### config.mk
export PLATFORM = sky130hd
export DESIGN_NAME = dlm_ctrl
export DESIGN_NICKNAME = d
export VERILOG_FILES = /design/src/hw/rtl/dlm_pkg.sv /design/src/hw/rtl/dlm_ctrl.sv
export SDC_FILE = /design/constraint.sdc
export NUM_CORES = 1
export LEC_CHECK = 0
export BUFFER_PORTS_ARGS = -buffer_cell sky130_fd_sc_hd__buf_2
export CORE_AREA = 5 5 42 44
export CTS_CLUSTER_SIZE = 10
export DETAILED_ROUTE_END_ITERATION = 10
export DIE_AREA = 0 0 47 49
export GPL_TIMING_DRIVEN = 0
export PLACE_DENSITY = 0.57
export SLEW_MARGIN = 0
export SYNTH_ARGS = -nofsm -noshare
export SYNTH_HDL_FRONTEND = slang
export SYNTH_SLANG_ARGS = --single-unit
### constraint.sdc
create_clock -name clk -period 1.4 [get_ports clk]
set_input_delay 0.28 -clock clk [delete_from_list [all_inputs] [get_ports clk]]
set_output_delay 0.28 -clock clk [all_outputs]
set_load 0.01 [all_outputs]
### src/hw/rtl/dlm_pkg.sv
// Shared constants, types and codes for the dense layer matrix-vector block.
`default_nettype none

package dlm_pkg;

    localparam int IN_MAX  = 64;
    localparam int OUT_MAX = 64;

    localparam int VAL_W      = 16;
    localparam int ACC_W      = 32;
    localparam int SIZE_W     = 7;
    localparam int IDX_W      = 6;
    localparam int KIND_W     = 2;
    localparam int CFG_IDX_W  = 2;
    localparam int BIAS_SHIFT = 8;

    localparam int K_W     = (OUT_MAX > 1) ? $clog2(OUT_MAX) : 1;
    localparam int CNT_W   = $clog2(IN_MAX + 1);
    localparam int WDEPTH  = IN_MAX * OUT_MAX;
    localparam int WADDR_W = (WDEPTH > 1) ? $clog2(WDEPTH) : 1;

    typedef enum logic [CFG_IDX_W-1:0] {
        CFG_INPUT_SIZE  = 2'd0,
        CFG_OUTPUT_SIZE = 2'd1,
        CFG_USE_BIAS    = 2'd2,
        CFG_ACCUMULATE  = 2'd3
    } cfg_reg_t;

    typedef enum logic [KIND_W-1:0] {
        KIND_WEIGHT = 2'd0,
        KIND_BIAS   = 2'd1,
        KIND_ELEM   = 2'd2
    } kind_t;

    typedef enum logic [1:0] {
        OP_PREP,
        OP_MAC,
        OP_EMIT
    } op_t;

    typedef enum logic [3:0] {
        ST_IDLE,
        ST_PREP,
        ST_PREP_W,
        ST_SEL,
        ST_MAC,
        ST_MAC_W,
        ST_STEP,
        ST_EMIT,
        ST_EMIT_W
    } state_t;

    typedef struct packed {
        logic write_weight;
        logic write_bias;
        logic load_elem;
        logic issue;
        op_t  op;
        logic count_step;
    } cmd_t;

    typedef struct packed {
        logic count_zero;
        logic x_nonzero;
        logic last_k;
        logic vec_end;
        logic pipe_empty;
    } status_t;

endpackage

`default_nettype wire

### src/hw/rtl/dlm_ctrl.sv
// Controller state machine: sequences the bias, multiply and result passes.
`default_nettype none

module dlm_ctrl (
    input  wire logic                        clk,
    input  wire logic                        rst_n,
    input  wire logic                        start,
    input  wire logic [dlm_pkg::KIND_W-1:0]  kind,
    input  wire dlm_pkg::status_t            status,
    output logic                             busy,
    output dlm_pkg::cmd_t                    cmd
);

    import dlm_pkg::*;

    state_t state_reg;
    state_t state_next;

    always_ff @(posedge clk or negedge rst_n)
    begin
        if (!rst_n)
        begin
            state_reg <= ST_IDLE;
        end
        else
        begin
            state_reg <= state_next;
        end
    end

    always_comb
    begin
        state_next       = state_reg;
        cmd              = '0;
        cmd.op           = OP_PREP;
        busy             = (state_reg != ST_IDLE);
        unique case (state_reg)
            ST_IDLE:
            begin
                if (start)
                begin
                    priority if (kind == KIND_WEIGHT)
                    begin
                        cmd.write_weight = 1'b1;
                    end
                    else if (kind == KIND_BIAS)
                    begin
                        cmd.write_bias = 1'b1;
                    end
                    else if (kind == KIND_ELEM)
                    begin
                        cmd.load_elem = 1'b1;
                        state_next    = status.count_zero ? ST_PREP : ST_SEL;
                    end
                end
            end
            ST_PREP:
            begin
                cmd.issue = 1'b1;
                cmd.op    = OP_PREP;
                if (status.last_k)
                begin
                    state_next = ST_PREP_W;
                end
            end
            ST_PREP_W:
            begin
                if (status.pipe_empty)
                begin
                    state_next = ST_SEL;
                end
            end
            ST_SEL:
            begin
                state_next = status.x_nonzero ? ST_MAC : ST_STEP;
            end
            ST_MAC:
            begin
                cmd.issue = 1'b1;
                cmd.op    = OP_MAC;
                if (status.last_k)
                begin
                    state_next = ST_MAC_W;
                end
            end
            ST_MAC_W:
            begin
                if (status.pipe_empty)
                begin
                    state_next = ST_STEP;
                end
            end
            ST_STEP:
            begin
                cmd.count_step = 1'b1;
                state_next     = status.vec_end ? ST_EMIT : ST_IDLE;
            end
            ST_EMIT:
            begin
                cmd.issue = 1'b1;
                cmd.op    = OP_EMIT;
                if (status.last_k)
                begin
                    state_next = ST_EMIT_W;
                end
            end
            ST_EMIT_W:
            begin
                if (status.pipe_empty)
                begin
                    state_next = ST_IDLE;
                end
            end
            default:
            begin
                state_next = ST_IDLE;
            end
        endcase
    end

endmodule

`default_nettype wire

==> results of run 1 <==
-- critical path: stages, from the launching register on --
cell and delay [ns]:
sky130_fd_sc_hd__dfrtp_2 0.45, sky130_fd_sc_hd__nor3_4 0.25, sky130_fd_sc_hd__nand2b_4 0.09, sky130_fd_sc_hd__nor4b_2 0.21
sky130_fd_sc_hd__buf_2 0.17
-- worst paths after layout --
kind | startpoint | to | cells past startpoint | slack, ns
worst max-delay path | state_reg[1] | cmd[6] | 4 | -0.29
worst min-delay path | status[2] | state_reg[3] | 2 | 0.36
worst max register to register | state_reg[1] | state_reg[1] | 5 | -0.15
worst min register to register | state_reg[3] | state_reg[0] | 1 | 0.59
max in group asynchronous | rst_n | state_reg[3] | 2 | 0.90
min in group asynchronous | rst_n | state_reg[2] | 2 | 0.38
-- final cells by class --
cell class              instances  area [µm²]
fillers                       131         631
multi-input cells              41         373
repair buffers                 30         201
flip-flops and latches          4         105
plain buffers                   3        33.8
clock buffers                   3        22.5
well taps                      16        20.0
inverters                       4        15.0
-- stage by stage --
stage               instances  TNS, ns  hold WS (ns)  utilization
floorplan                  53  -0.0705       -0.0156            -
global placement           86   -0.197        0.0851        0.380
detailed placement         86   -0.223        0.0851        0.380
CTS                        93    -1.45         0.341        0.455
global route              101    -2.36         0.352        0.550
finish                    101    -1.70         0.356        0.550
-- cells in the final DEF (no fill, tap or decap), drive strengths merged, types with 2 or more instances in the layout --
master	instances
a21oi	8
dfrtp	4
nor2	4
nor3	3
nand2	2
clkbuf	3
o21ai	2
nand2b	3
buf	32
inv	4
nor4b	3
nor3b	2
-- kinds of logic (layout without fill, tap and decap cells) --
logic type,count (synthesis),after routing,share of synthesized area
multiplexers,2,2,0.0512
XOR/XNOR,1,1,0.0211
buffers and inverters,8,40,0.0964
AND/OR/NAND/NOR,21,21,0.313
AO/OA/AOI/OAI,17,17,0.277
flip-flops,4,4,0.241
-- layer usage --
| metal | up-vias | wire (µm) |
|---|---|---|
| li1 | 261 | - |
| met1 | 255 | 556 |
| met2 | 10 | 752 |
| met3 | 0 | 29 |
| met4 | 0 | 0 |
| met5 | - | 0 |
-- timing repair --
item	in CTS	in global routing
buffers inserted	4	8
hold buffers	1	0
pin swaps	2	7
gates resized for setup	10	17
endpoints found under the setup margin	8	10
hold endpoints to repair	4	0
-- power groups by stage --
stage | clock network [µW] | logic [µW] | registers (µW)
finish | 141 | 1270 | 272
CTS | 150 | 911 | 255
global route | 165 | 1370 | 279
detailed placement | 0 | 731 | 229
global placement | 0 | 734 | 231
floorplan | 0 | 564 | 211
==> qor_table.md, run 1 <==
| Stage | Parameter | This run |
|---|---|---|
| floorplan | Initial Utilization | 0.296 |
| worst hold path | Hold Path Class | input port to flop |
| pwr | Switching share of total power | 0.420 |
| global route | Global routing's busiest layer | met2 |
| timing | Pin slew with the least headroom to its limit | 0.260 ns |
| cts | CTS clk-pin slew, worst paths | 0.04 ns |
| outcome | Violations in the final reports | negative setup slack |
| layout | Max FFs per register | 4 |
| pwr | Cell leakage power | 0.000343 µW |
| floorplan | Chip Height | 49 µm |
| floorplan | Die Footprint | 0.00230 mm² |
| synth | Yosys top cell area share | 0.241 |
| cts | Number of clock buffers inserted by TritonCTS | 3 |
| setup path | CP arrival | 1.41 ns |
| global route | Met3 Usage GRT | 0.0221 |
| placement | Placement Cell Area | 533 µm² |
| synth | Post-synthesis cell area | 415 µm² |
| synth | Syn_area_per_cell | 7.84 µm² |
| cts | H-Tree Depth | 1 |
| timing | Period Utilization, post-route | 1.20 |
| cts | Clk root buf | sky130_fd_sc_hd__clkbuf_4 |
| floorplan | Site row count | 14 |
| pwr | Cell internal pwr | 973 µW |
| layout | Total inserted antenna cells | 0 |
| pwr | Power after layout | 1680 µW |
| global route | Maximum number of pins on one net before global-route repair | 12 |
| setup path | Type of element launching the critical path | flop |
| global route | Grt total ovfl | 0 |
| global route | Global-route wire length before repair | 1930 µm |
| placement | Dpl ws | -0.0999 ns |
| outcome | Outcome | finished with violations |
| synth | FFs w/ async S/R, synth | 1.00 |
| synth | Top-count cell post-synth | sky130_fd_sc_hd__a21oi_1 |
| job | Maximum Capacitance Violations | 0 |
| cts | CTS tree | built |
| routing | First-pass iteration count of the detailed router | 4 |
| layout | Layout cells sized above 1 | 0.659 |
| floorplan | Core ar. | 0.00140 mm² |
| timing | Setup repair after global routing missed its margin | yes |
| layout | Final net count | 97 |
| synth | Synth warnings | 0 |
| routing | Vias per std cell | 5.21 |
| setup path | Category of the critical setup timing path | flop to output pin |
| floorplan | Die span in x | 47 µm |
| synth | Number of enable flip-flop cells after synthesis | 0 |
| timing | Total count of hold-check failures in the final report | 0 |
| synth | Cell accounting for the most synthesized area | sky130_fd_sc_hd__dfrtp_1 |
| global route | Number of antenna violations at the first check in global routing | 0 |
| placement | Port-buffer cells | 17 |
| synth | Post-synthesis register bit count | 4 |
| cts | Count of clock tree sinks | 4 |
| layout | Final cell area excluding filler cells | 771 µm² |
| synth | Count of different cell masters after synthesis | 26 |
| timing | Maximum clock rate | 0.593 GHz |
| global route | Met1 capacity usage during global routing | 0.127 |
| routing | Antenna-violating nets left | 0 |
| pwr | Switching power of the nets | 706 µW |
| layout | Area growth from synthesis to final layout | 85.5% |
| floorplan | Io pins | 18 |
| timing | Final Slew Violations | 0 |
| synth | Synth Net Count | 63 |
| pwr | Pwr dens | 2180 mW/mm² |
| placement | Detail Placement HPWL | 794 µm |
| pwr | Relative contribution of sequential cells to total power | 0.162 |
| routing | Total wire length after detailed routing | 1340 µm |
| synth | Register area share after synthesis | 0.241 |
| timing | Time the worst path needs with I/O delays and setup | 1.69 ns |
| placement | Placer Congestion | 0.725 |
| pwr | Maximum resistive drop on vdd | 0.984 mV |
| synth | Cell types with the largest area share after synthesis | sky130_fd_sc_hd__dfrtp_1, sky130_fd_sc_hd__a21oi_1, sky130_fd_sc_hd__nor4b_1, sky130_fd_sc_hd__nand2b_1, sky130_fd_sc_hd__o41ai_2 |
| pwr | Combinational cell fraction of total power | 0.754 |
| cts | Number of buffers on the longest clock path | 2 |
| routing | Residual DRC | 0 |
| pwr | Clock network fraction of design power | 0.084 |
| routing | Violation count after the first detailed-route iteration | 8 |
| timing | Final setup skew | 0.0000818 ns |
| global route | Met2 Track Usage GR | 0.188 |
| synth | Primary flip-flop cell chosen by synthesis mapping | sky130_fd_sc_hd__dfrtp_1 |
| setup path | Critical path required time | 1.12 ns |
| global route | Via count of the first global-routing pass | 461 |
| synth | Most frequent cells after synthesis | sky130_fd_sc_hd__a21oi_1, sky130_fd_sc_hd__dfrtp_1, sky130_fd_sc_hd__inv_1, sky130_fd_sc_hd__nor2_1 |
| setup path | Max Fanout on Critical Path | 4 |
| timing | Final count of negative-setup-slack endpoints | 9 |
| routing | Average detailed-routed wire length per instance | 13.2 µm |
| synth | Synthesized instance count | 53 |
| timing | Max_slew headroom | 0.825 |
| cts | Clk Latency, worst-skew pair | 0.23 ns |
| timing | Worst-case setup margin in the final layout | -0.285 ns |
| global route | Tot GR Track Use | 0.114 |
| routing | Detailed-route via count | 526 |
| setup path | Endpoint type of the worst setup path | output pin |
Power figures use the tool's default switching activity.
==> inputs of run 2 (changes only) <==
- clock period: 1.4 -> 1.9 ns (I/O delays scaled with it)
==> qor_table.md, run 2 (synthesis results as in run 1) <==
| Stage | Parameter | This run | vs previous |
|---|---|---|---|
| timing | Total count of hold-check failures in the final report | 0 | unchanged |
| cts | Setup Fix Bufs, Post-CTS | 0 | was 4 |
| cts | Count of clock tree sinks | 4 | unchanged |
| setup path | Endpoint of the lowest-slack register-to-register path | state_reg[1] | unchanged |
| layout | Max FFs per register | 4 | unchanged |
| floorplan | Site row count | 14 | unchanged |
| routing | Detailed-route via count | 473 | was 526 |
| worst hold path | Hold EP | state_reg[3] | unchanged |
| routing | Average detailed-routed wire length per instance | 12.6 µm | was 13.2 µm |
| routing | Top Layer Used | met3 | unchanged |
| placement | Detail Placement HPWL | 837 µm | was 794 µm |
| floorplan | Die span in x | 47 µm | unchanged |
| job | Maximum Capacitance Violations | 0 | unchanged |
| routing | Residual DRC | 0 | unchanged |
| timing | Maximum clock rate | 0.562 GHz |  |
| setup path | Endpoint type of the worst setup path | output pin | unchanged |
| floorplan | Chip Height | 49 µm | unchanged |
| global route | Number of antenna violations at the first check in global routing | 0 | unchanged |
| global route | Maximum number of pins on one net before global-route repair | 11 | was 12 |
| timing | Pin slew with the least headroom to its limit | 0.318 ns | was 0.260 ns |
| layout | Highest-count cells in the layout ignoring fill and taps | sky130_fd_sc_hd__buf_2, sky130_fd_sc_hd__a21oi_1, sky130_fd_sc_hd__nor2_1, sky130_fd_sc_hd__inv_1 | was sky130_fd_sc_hd__buf_2, sky130_fd_sc_hd__buf_4, sky130_fd_sc_hd__buf_6, sky130_fd_sc_hd__a21oi_1 |
| setup path | Largest delay share family, worst path | simple AND/OR/NAND/NOR gates | unchanged |
| placement | Placer Congestion | 0.741 | was 0.725 |
| setup path | WP buf/inv | 1 | unchanged |
| routing | Met3 wirelength from detailed routing | 45 µm | was 29 µm |
| timing | Final Slew Violations | 0 | unchanged |
| routing | Total wire length after detailed routing | 1130 µm | was 1340 µm |
| setup path | Slowest stage delay, CP | 0.43 ns | was 0.45 ns |
| layout | Final Instance Count excl. Fillers | 90 | was 101 |
| routing | M1 wire length | 460 µm | was 556 µm |
| timing | Final setup skew | 0.00305 ns | was 0.0000818 ns |
| global route | Via count of the first global-routing pass | 415 | was 461 |
| layout | Layout fillers | 149 | was 131 |
| global route | Tot GR Track Use | 0.107 | was 0.114 |
| routing | Violation count after the first detailed-route iteration | 10 | was 8 |
| floorplan | Core ar. | 0.00140 mm² | unchanged |
| setup path | Category of the critical setup timing path | flop to output pin | unchanged |
| cts | CTS clk-pin slew, worst paths | 0.04 ns | about the same |
| timing | Fin Setup TNS | 0 ns | was -1.70 ns |
| layout | Most frequent standard cell in the layout excluding fill and tap cells | sky130_fd_sc_hd__buf_2 | unchanged |
| setup path | Crit path max-delay cell type | sky130_fd_sc_hd__dfrtp_2 | unchanged |
| routing | First-pass iteration count of the detailed router | 4 | unchanged |
| pwr | Maximum resistive drop on vdd | 0.663 mV | was 0.984 mV |
| setup path | Max Fanout on Critical Path | 5 | was 4 |
| timing | Period Utilization, post-route | 0.937 |  |
| floorplan | Io pins | 18 | unchanged |
| worst hold path | Hold Path Class | input port to flop | unchanged |
| routing | Vias per std cell | 5.26 | was 5.21 |
| setup path | Cell breakdown of the critical path | nor3_2 -> nand2b_1 -> nor4b_2 -> buf_2 | was nor3_4 -> nand2b_4 -> nor4b_2 -> buf_2 |
| setup path | Beginning of the worst register-to-register path | state_reg[3] | was state_reg[1] |
| setup path | CP arrival | 1.40 ns | was 1.41 ns |
| routing | Antenna-violating nets left | 0 | unchanged |
| cts | CTS tree | built | unchanged |
| floorplan | Initial Utilization | 0.296 | unchanged |
| outcome | Outcome | complete, no violations | was finished with violations |
| layout | Total inserted antenna cells | 0 | unchanged |
| worst hold path | Worst min-delay path startpoint | status[2] | unchanged |
| cts | H-Tree Depth | 1 | unchanged |
| timing | Setup repair after global routing missed its margin | yes | unchanged |
| placement | Port-buffer cells | 17 | unchanged |
| cts | Clk root buf | sky130_fd_sc_hd__clkbuf_4 | unchanged |
| timing | Time the worst path needs with I/O delays and setup | 1.78 ns |  |
| global route | Grt total ovfl | 0 | unchanged |
| layout | Area growth from synthesis to final layout | 38.0% | was 85.5% |
| global route | Global-route wire length before repair | 1860 µm | was 1930 µm |
| setup path | Flop-to-flop setup slack | 0.46 ns | was -0.15 ns |
| routing | DR WL met2 | 626 µm | was 752 µm |
| placement | Number of placed instances with taps included | 86 | unchanged |
| setup path | Type of element launching the critical path | flop | unchanged |
| setup path | Critical path required time | 1.52 ns | was 1.12 ns |
| layout | Layout cells sized above 1 | 0.419 | was 0.659 |
| pwr | Cell leakage power | 0.000268 µW | was 0.000343 µW |
| worst hold path | Hold-critical path depth | 2 | unchanged |
| cts | Clk Latency, worst-skew pair | 0.23 ns | about the same |
| cts | Number of clock buffers inserted by TritonCTS | 3 | unchanged |
| timing | WHS | 0.440 ns | was 0.356 ns |
| pwr | Pwr dens | 1470 mW/mm² | was 2180 mW/mm² |
| setup path | FF-to-FF path depth | 5 | unchanged |
| timing | Max_slew headroom | 0.786 | was 0.825 |
| cts | Number of buffers on the longest clock path | 2 | unchanged |
| floorplan | Die Footprint | 0.00230 mm² | unchanged |
| layout | Final net count | 86 | was 97 |
| timing | Final count of negative-setup-slack endpoints | 0 | was 9 |
## run 2: routing by layer
metal | vias to the layer above | global-route usage
met4 | 0 | 0.0553
met5 | - | 0
li1 | 240 | -
met3 | 0 | 0.0221
met1 | 222 | 0.131
met2 | 11 | 0.167
## run 2: cell type report
class                           count  area, µm²  area share
Multi-Input combinational cell     41        293       0.511
Timing Repair Buffer               18       95.1       0.166
Inverter                            4       15.0      0.0262
Tap cell                           16       20.0      0.0349
Clock buffer                        3       22.5      0.0393
Sequential cell                     4        103       0.179
Buffer                              4       25.0      0.0437
## run 2: timing repair
item                                    4_1_cts  5_1_grt
endpoints found under the setup margin        0        2
hold endpoints to repair                      4        0
hold buffers                                  1        0
resized for setup                             0        5
## run 2: report_power, final
| part | switching [µW] | internal [µW] | total (µW) |
|---|---|---|---|
| clock network | 32.2 | 70.5 | 103 |
| registers | 53.2 | 127 | 180 |
| logic | 309 | 251 | 559 |
## run 2: worst max path at each step
stage	from	end	slack, ns	cells past startpoint
after floorplan	state_reg[0]	cmd[5]	0.26	3
after global placement	state_reg[1]	cmd[5]	0.32	4
after detailed placement	state_reg[1]	cmd[6]	0.29	4
after CTS	state_reg[1]	cmd[6]	0.02	4
after global routing	state_reg[0]	cmd[5]	-0.01	4
final	state_reg[0]	cmd[6]	0.12	4
## run 2: metrics by stage
stage / cell area (µm²) / utilization / worst slack [ns] / total power, µW
floorplan: 415 / - / 0.263 / 566
global placement: 520 / 0.371 / 0.315 / 705
detailed placement: 520 / 0.371 / 0.292 / 716
CTS: 553 / 0.395 / 0.0235 / 827
global route: 573 / 0.409 / -0.0140 / 927
finish: 573 / 0.409 / 0.120 / 842
## run 2: worst register-to-register path, cell delays in order, from the launching register on
cell	delay (ns)
sky130_fd_sc_hd__dfrtp_1	0.37
sky130_fd_sc_hd__buf_2	0.18
sky130_fd_sc_hd__nor4b_1	0.32
sky130_fd_sc_hd__a21oi_1	0.11
sky130_fd_sc_hd__a21oi_1	0.23
sky130_fd_sc_hd__o41ai_2	0.09
